**config.mk**
```make
export PLATFORM = sky130hd
export DESIGN_NAME = tli_ctrl
export DESIGN_NICKNAME = d
export VERILOG_FILES = /design/src/sv/tli_pkg.sv /design/src/sv/tli_ctrl.sv
export SDC_FILE = /design/constraint.sdc
export NUM_CORES = 1
export LEC_CHECK = 0
export BUFFER_PORTS_ARGS = -buffer_cell sky130_fd_sc_hd__buf_2
export CORE_MARGIN = 4
export CORE_UTILIZATION = 53
export CTS_CLUSTER_SIZE = 40
export DETAILED_ROUTE_END_ITERATION = 10
export GPL_ROUTABILITY_DRIVEN = 1
export MAX_ROUTING_LAYER = met4
export PLACE_DENSITY = 0.84
export SLEW_MARGIN = 20
export SYNTH_ARGS = -nofsm -noshare
export SYNTH_HDL_FRONTEND = slang
export SYNTH_SLANG_ARGS = --single-unit
```
**constraint.sdc**
```tcl
create_clock -name clk -period 3.5 [get_ports clk]
set_input_delay 0.7 -clock clk [delete_from_list [all_inputs] [get_ports clk]]
set_output_delay 0.7 -clock clk [all_outputs]
set_load 0.05 [all_outputs]
```
**src/sv/tli_pkg.sv**
```systemverilog
// ----------------------------------------------------------------------------
// tli_pkg
// Shared types and constants for the table linear interpolator: field widths,
// command and status codes, and the controller to datapath command and status
// groups.
// ----------------------------------------------------------------------------
`timescale 1ns / 1ps

package tli_pkg;

  localparam int FX_W       = 32;
  localparam int IDX_IN_W   = 6;
  localparam int CNT_IN_W   = 7;
  localparam int ST_W       = 2;
  localparam int IN_DATA_W  = 104;
  localparam int OUT_DATA_W = 32;
  localparam int DIV_STEPS  = 32;
  localparam int DCNT_W     = 5;

  localparam logic CMD_LOAD = 1'b0;
  localparam logic CMD_EVAL = 1'b1;

  localparam logic [ST_W-1:0] ST_INTERP   = 2'd0;
  localparam logic [ST_W-1:0] ST_CLAMP_LO = 2'd1;
  localparam logic [ST_W-1:0] ST_CLAMP_HI = 2'd2;
  localparam logic [ST_W-1:0] ST_DEGEN    = 2'd3;

  typedef enum logic [2:0] {
    ADDR_ZERO,
    ADDR_ONE,
    ADDR_PROBE,
    ADDR_LAST,
    ADDR_IDX_M1,
    ADDR_IDX
  } addr_sel_t;

  typedef enum logic [1:0] {
    RES_ZERO,
    RES_RDY,
    RES_INTERP
  } res_sel_t;

  typedef struct packed {
    logic            wr;
    logic            load_q;
    logic            rd_en;
    addr_sel_t       rd_sel;
    logic            cap_lo;
    logic            cap_hi;
    logic            set_asc;
    logic            search_step;
    logic            diff;
    logic            mul_lo;
    logic            mul_hi;
    logic            mul_sum;
    logic            div_init;
    logic            div_step;
    logic            set_res;
    res_sel_t        res_sel;
    logic [ST_W-1:0] res_status;
    logic            push;
  } dp_cmd_t;

  typedef struct packed {
    logic n_zero;
    logic n_one;
    logic count_zero;
    logic idx_zero;
    logic idx_end;
    logic out_busy;
  } dp_sts_t;

endpackage

```
**src/sv/tli_ctrl.sv**
```systemverilog
// ----------------------------------------------------------------------------
// tli_ctrl
// Sequencer for the interpolator: table loads, the ascending check, the
// binary search probes, the fetch of the bracketing pair, multiply, divide
// and hand-off of the result to the output register.
// ----------------------------------------------------------------------------
`timescale 1ns / 1ps

module tli_ctrl import tli_pkg::*; (
  input  logic    clk,
  input  logic    rst_n,
  input  logic    in_tvalid,
  output logic    in_tready,
  input  logic    in_cmd,
  input  dp_sts_t sts,
  output dp_cmd_t cmd
);

  typedef enum logic [4:0] {
    S_IDLE,
    S_START,
    S_SINGLE,
    S_ASC0,
    S_ASC1,
    S_PROBE,
    S_CMP,
    S_PICK,
    S_CLAMP_LO,
    S_CLAMP_HI,
    S_FETCH0,
    S_FETCH1,
    S_DIFF,
    S_MUL0,
    S_MUL1,
    S_MUL2,
    S_DIVINIT,
    S_DIV,
    S_FINISH,
    S_OUT
  } state_t;

  state_t            state_r, state_nxt;
  logic [DCNT_W-1:0] div_cnt_r, div_cnt_nxt;

  assign in_tready = (state_r == S_IDLE);

  always_comb begin
    state_nxt      = state_r;
    div_cnt_nxt    = div_cnt_r;
    cmd            = '0;
    cmd.rd_sel     = ADDR_ZERO;
    cmd.res_sel    = RES_ZERO;
    cmd.res_status = ST_DEGEN;
    unique case (state_r)
      S_IDLE: begin
        if (in_tvalid) begin
          if (in_cmd == CMD_EVAL) begin
            cmd.load_q = 1'b1;
            state_nxt  = S_START;
          end else begin
            cmd.wr = 1'b1;
          end
        end
      end
      S_START: begin
        if (sts.n_zero) begin
          cmd.set_res    = 1'b1;
          cmd.res_sel    = RES_ZERO;
          cmd.res_status = ST_DEGEN;
          state_nxt      = S_OUT;
        end else begin
          cmd.rd_en  = 1'b1;
          cmd.rd_sel = ADDR_ZERO;
          state_nxt  = sts.n_one ? S_SINGLE : S_ASC0;
        end
      end
      S_SINGLE: begin
        cmd.set_res    = 1'b1;
        cmd.res_sel    = RES_RDY;
        cmd.res_status = ST_DEGEN;
        state_nxt      = S_OUT;
      end
      S_ASC0: begin
        cmd.cap_lo = 1'b1;
        cmd.rd_en  = 1'b1;
        cmd.rd_sel = ADDR_ONE;
        state_nxt  = S_ASC1;
      end
      S_ASC1: begin
        cmd.set_asc = 1'b1;
        state_nxt   = S_PROBE;
      end
      S_PROBE: begin
        if (sts.count_zero) begin
          state_nxt = S_PICK;
        end else begin
          cmd.rd_en  = 1'b1;
          cmd.rd_sel = ADDR_PROBE;
          state_nxt  = S_CMP;
        end
      end
      S_CMP: begin
        cmd.search_step = 1'b1;
        state_nxt       = S_PROBE;
      end
      S_PICK: begin
        cmd.rd_en = 1'b1;
        if (sts.idx_zero) begin
          cmd.rd_sel = ADDR_ZERO;
          state_nxt  = S_CLAMP_LO;
        end else if (sts.idx_end) begin
          cmd.rd_sel = ADDR_LAST;
          state_nxt  = S_CLAMP_HI;
        end else begin
          cmd.rd_sel = ADDR_IDX_M1;
          state_nxt  = S_FETCH0;
        end
      end
      S_CLAMP_LO: begin
        cmd.set_res    = 1'b1;
        cmd.res_sel    = RES_RDY;
        cmd.res_status = ST_CLAMP_LO;
        state_nxt      = S_OUT;
      end
      S_CLAMP_HI: begin
        cmd.set_res    = 1'b1;
        cmd.res_sel    = RES_RDY;
        cmd.res_status = ST_CLAMP_HI;
        state_nxt      = S_OUT;
      end
      S_FETCH0: begin
        cmd.cap_lo = 1'b1;
        cmd.rd_en  = 1'b1;
        cmd.rd_sel = ADDR_IDX;
        state_nxt  = S_FETCH1;
      end
      S_FETCH1: begin
        cmd.cap_hi = 1'b1;
        state_nxt  = S_DIFF;
      end
      S_DIFF: begin
        cmd.diff  = 1'b1;
        state_nxt = S_MUL0;
      end
      S_MUL0: begin
        cmd.mul_lo = 1'b1;
        state_nxt  = S_MUL1;
      end
      S_MUL1: begin
        cmd.mul_hi = 1'b1;
        state_nxt  = S_MUL2;
      end
      S_MUL2: begin
        cmd.mul_sum = 1'b1;
        state_nxt   = S_DIVINIT;
      end
      S_DIVINIT: begin
        cmd.div_init = 1'b1;
        div_cnt_nxt  = DCNT_W'(DIV_STEPS - 1);
        state_nxt    = S_DIV;
      end
      S_DIV: begin
        cmd.div_step = 1'b1;
        if (div_cnt_r == '0) begin
          state_nxt = S_FINISH;
        end else begin
          div_cnt_nxt = div_cnt_r - DCNT_W'(1);
        end
      end
      S_FINISH: begin
        cmd.set_res    = 1'b1;
        cmd.res_sel    = RES_INTERP;
        cmd.res_status = ST_INTERP;
        state_nxt      = S_OUT;
      end
      S_OUT: begin
        if (!sts.out_busy) begin
          cmd.push  = 1'b1;
          state_nxt = S_IDLE;
        end
      end
      default: begin
        state_nxt = S_IDLE;
      end
    endcase
  end

  always_ff @(posedge clk) begin
    if (!rst_n) begin
      state_r   <= S_IDLE;
      div_cnt_r <= '0;
    end else begin
      state_r   <= state_nxt;
      div_cnt_r <= div_cnt_nxt;
    end
  end

  a_push_free: assert property (@(posedge clk) disable iff (!rst_n)
    cmd.push |-> !sts.out_busy)
    else $error("result pushed while output register still full");

  a_eval_start: assert property (@(posedge clk) disable iff (!rst_n)
    (in_tvalid && in_tready && in_cmd == CMD_EVAL) |=> (state_r == S_START))
    else $error("evaluate transfer did not start the sequence");

  a_div_finish: assert property (@(posedge clk) disable iff (!rst_n)
    (state_r == S_DIV && div_cnt_r == '0) |=> (cmd.set_res && cmd.res_sel == RES_INTERP))
    else $error("last divide step not followed by interpolated result");

endmodule

```
== Yosys cells after proc, flatten, opt, wreduce, memory -nomap -nowiden ==
Cells that the tools add are included.
Storage, ports and cells
  input bits: 10
  flip-flop bits (word level): 10
  output and inout port bits: 23
  logic and storage cells: 70
Cells by class
  add/sub/neg operators: 1
  equality and inequality tests: 24
  reduce and logical (&&, ||, !) cells: 8
  multiplexer cells: 35
Operator list (number)
  5-bit case mux with 16 select lines: 1
  5-bit by 4-bit equality test with 1-bit output (second input constant): 8
  5-bit two-way mux: 8
  5-bit case mux with 5 select lines: 1
  5-bit by 3-bit equality test with 1-bit output (second input constant): 4
  5-bit equality test (second input constant): 4
  4-bit case mux with 5 select lines: 1
  1-bit two-way mux: 16
  5-bit by 2-bit equality test with 1-bit output (second input constant): 2
  5-bit logical NOT: 2
  5-bit case mux with 2 select lines: 1
  4-bit two-way mux: 2
  2-bit != test (second input constant): 4
  2-bit two-way mux: 3
  3-bit two-way mux: 2
  5-bit by 1-bit equality test with 1-bit output (second input constant): 1
  5-bit by 1-bit subtractor with 5-bit output (second input constant): 1
  4-bit AND reduction: 1
  2-bit OR reduction: 2
  4-bit OR reduction: 1
  2-bit by 1-bit != test with 1-bit output (second input constant): 1
  2-bit AND reduction: 1
  2-bit nonzero test: 1

== Depth between registers and ports, before layout ==
  depth in word-level cells: 3
  mapped depth: 6
  depth with buffers taken out: 6

== Worst setup path before layout ==
No wires, ideal clock.
  path kind: reg2out
  start: reg state_r[0]
  end: out cmd[21] (netlist bit)
  data arrival time: 2.842 ns
  setup slack: -0.042 ns
  stages on the path, launching flop included: 6
  required time: 2.800 ns
  buffers on the path: 1
  path through: dfxtp_1 clkbuf_1 or3_1 nor3_1 nand2_1 nor2_1
RTL lines
  start: declaration: RTL line tli_ctrl.sv:42  | state_t state_r, state_nxt;
  start signal: assignment: RTL line tli_ctrl.sv:193  | state_r <= state_nxt;
  end: declaration: RTL line tli_ctrl.sv:16  | output dp_cmd_t cmd

==> run_results.csv <==
group,metric,value,unit
route,ant_nets,0,
synthesis,avgSynthCellArea,6.87,µm²
worst_setup_path,reg2reg_setup_slack,1.17,ns
timing,clock.fmax,0.345,GHz
final_layout,drive_above_1_share,0.248,
power_and_ir_drop,vdd.ir_drop.worst,0.309,mV
timing,relSlewSlack,0.564,
floorplan,rows,14,
synthesis,async_flop_share,0,
final_layout,post-route-util,0.697,
clock_tree,cts_sinks,10,
hold_path,min_to,"div_cnt_r[0]$_SDFFE_PN0P_",
status,run_status,"finished clean",
clock_tree,clockBufferDepth,2,
synthesis,synth.net_count,148,
timing,worst_slew_pin_slew,0.652,ns
placement,place_inst,174,
floorplan,start_util,0.593,
clock_tree,cts_setup_buffers,0,
worst_setup_path,critPathArrivalTime,2.20,ns
route,routed_via_density,6.12,
route,vias,1083,
grt,gr-total-overflow,0,
synthesis,yosysWarnings,0,
synthesis,synth-edff-count,0,
synthesis,ys.flop_type,"dfxtp_1",
timing,fin_skew,0.00866,ns
timing,min_period_over_period,0.829,
final_layout,nets,175,
floorplan,fp.dieH,50.0,µm
floorplan,dieWidth,50.0,µm
grt,grt_max_degree,22,
worst_setup_path,crit_fanout,21,
worst_setup_path,crit_required,2.80,ns
clock_tree,cts-root-buf,"clkbuf_4",
synthesis,synth.distinct_cells,42,
grt,antenna_found_initial,0,
timing,setup_violations,0,
floorplan,die-area,2500,µm²
final_layout,diodes,0,
placement,globalplace.congestion,0.917,
worst_setup_path,r2r-start,"state_r[4]$_SDFFE_PN0P_",
placement,port-buffer-count,32,
timing,min_period,2.90,ns
floorplan,ios,33,
clock_tree,ctsHtreeMaxLevel,1,
synthesis,synth_seq_area_share,0.214,
worst_setup_path,crit_path_end_kind,"primary output",
job,max-cap-violations,0,
timing,setup-tns-final,0,ns
route,finalWirelength,2540,µm
worst_setup_path,r2r_cells,4,
final_layout,multiInputGateArea,651,µm²
clock_tree,post_cts_resize_count,0,
timing,rsz0062_at_grt,"no",
placement,dp_hpwl,1940,µm
route,dr.pass1.iters,4,
route,drc,0,
timing,hold_viol,0,
worst_setup_path,crit_type,"reg2out",
grt,grt_pass1_wl,4280,µm
route,wire_per_inst,14.3,µm
grt,grt_pass1_vias,968,
synthesis,ys_ff_latch,10,
clock_tree,cts_hold_buf,0,
worst_setup_path,r2r_end,"div_cnt_r[4]$_SDFFE_PN0P_",
final_layout,nFillCells,147,
hold_path,hp-class,"reg2reg",
timing,drv_slew,0,
worst_setup_path,startpoint_type,"flop",
synthesis,synthCells,136,
final_layout,register_area,200,µm²
clock_tree,cts_buffers,3,
clock_tree,clk_pin_slew,0.06,ns
power_and_ir_drop,power.leakage,0.000494,µW
hold_path,hold_start,"div_cnt_r[0]$_SDFFE_PN0P_",
clock_tree,clk-insertion-delay-late,0.26,ns
floorplan,core,1580,µm²
grt,grt_usage,0.219,
route,initialDrtViolationCount,37,
clock_tree,tritoncts,"yes",
power_and_ir_drop,power_density,452,nW/µm²
synthesis,synth_area,935,µm²
final_layout,fin_cells,177,
final_layout,syn_to_final_growth,17.5,%
power_and_ir_drop,total_power,496,µW
hold_path,hold_path_depth,1,
==> power breakdown <==
part / switching (µW) / total, µW / internal (µW)
registers: 41.5 / 170 / 129
logic: 165 / 251 / 85.5
clock network: 35.6 / 75.1 / 39.5
==> cell families (layout without fill, tap and decap cells) <==
| logic type | Yosys count | count (layout) | synth area share |
|---|---|---|---|
| adder cells (fa/ha/maj) | 2 | 2 | 0.0268 |
| AND/OR/NAND/NOR | 66 | 66 | 0.380 |
| flip-flops | 10 | 10 | 0.214 |
| XOR/XNOR | 2 | 2 | 0.0187 |
| buffers and inverters | 21 | 46 | 0.0951 |
| AO/OA/AOI/OAI | 35 | 35 | 0.265 |
==> cells in the mapped netlist, drive strengths merged, types with 4 or more instances <==
| cell type | instances | share of area |
|---|---|---|
| nor3 | 16 | 0.086 |
| nor2 | 15 | 0.060 |
| dfxtp | 10 | 0.21 |
| inv | 10 | 0.040 |
| o21ai | 9 | 0.048 |
| clkbuf | 8 | 0.032 |
| nand2 | 7 | 0.028 |
| nand2b | 6 | 0.040 |
| a21oi | 5 | 0.027 |
| a22oi | 4 | 0.032 |
| and3 | 4 | 0.027 |
| nor2b | 4 | 0.027 |
==> area by class of cell <==
type                       instances  area share
multi-input combinational        105       0.592
sequential                        10       0.182
tap                               16      0.0182
timing repair buffer              33       0.153
clock buffer                       3      0.0205
inverter                          10      0.0342
==> sequential cells by signal, summed over array words and instances, names as in the netlist <==
signal	cells
state_r	5
div_cnt_r	5
==> metrics by stage <==
step | hold slack (ns) | cell area [µm²] | worst slack, ns
after CTS | 0.509 | 1100 | 0.659
after floorplan | 0.463 | 940 | 0.459
final | 0.513 | 1100 | 0.598
after global routing | 0.543 | 1100 | 0.514
after global placement | 0.491 | 1080 | 1.04
after detailed placement | 0.498 | 1080 | 0.945
==> per-layer routing <==
| metal | wire length, µm | track usage | vias to the layer above |
|---|---|---|---|
| li1 | - | - | 538 |
| met1 | 1130 | 0.278 | 488 |
| met2 | 1200 | 0.352 | 57 |
| met3 | 200 | 0.0572 | 0 |
| met4 | 0 | 0.0323 | 0 |
| met5 | 0 | - | - |
==> placed cells by master, fill, tap and decap left out, types with 2 or more instances in the layout <==
| cell type | Yosys | final |
|---|---|---|
| ha_1 | 2 | 2 |
| o21ai_0 | 9 | 9 |
| clkbuf_4 | 0 | 3 |
| inv_1 | 10 | 10 |
| a21oi_1 | 5 | 5 |
| nand2b_1 | 6 | 6 |
| o31a_1 | 2 | 2 |
| nand3_1 | 2 | 2 |
| buf_2 | 2 | 32 |
| a22oi_1 | 4 | 4 |
| nor3_1 | 16 | 15 |
| nand2_1 | 7 | 7 |
| nor2_1 | 15 | 15 |
| a211oi_1 | 3 | 3 |
| dfxtp_1 | 10 | 10 |
| nor2b_1 | 4 | 4 |
| nor3b_1 | 3 | 3 |
| and3_1 | 4 | 4 |
==> worst max-delay path: stages, from the launching register on <==
cell and delay [ns]:
dfxtp_1 0.74, or3b_1 0.53, nor3_1 0.22, buf_4 0.18, buf_2 0.26
==> worst max path at each step <==
stage / from / to / slack [ns] / cells past startpoint
floorplan: state_r[0]$_SDFFE_PN0P_ / cmd[21] / 0.46 / 5
global placement: state_r[4]$_SDFFE_PN0P_ / cmd[7] / 1.04 / 4
detailed placement: state_r[4]$_SDFFE_PN0P_ / cmd[7] / 0.94 / 4
CTS: state_r[4]$_SDFFE_PN0P_ / cmd[7] / 0.66 / 4
global route: state_r[4]$_SDFFE_PN0P_ / cmd[7] / 0.51 / 4
finish: state_r[4]$_SDFFE_PN0P_ / cmd[7] / 0.60 / 4
Note: power is estimated with default switching activity, not from simulation.
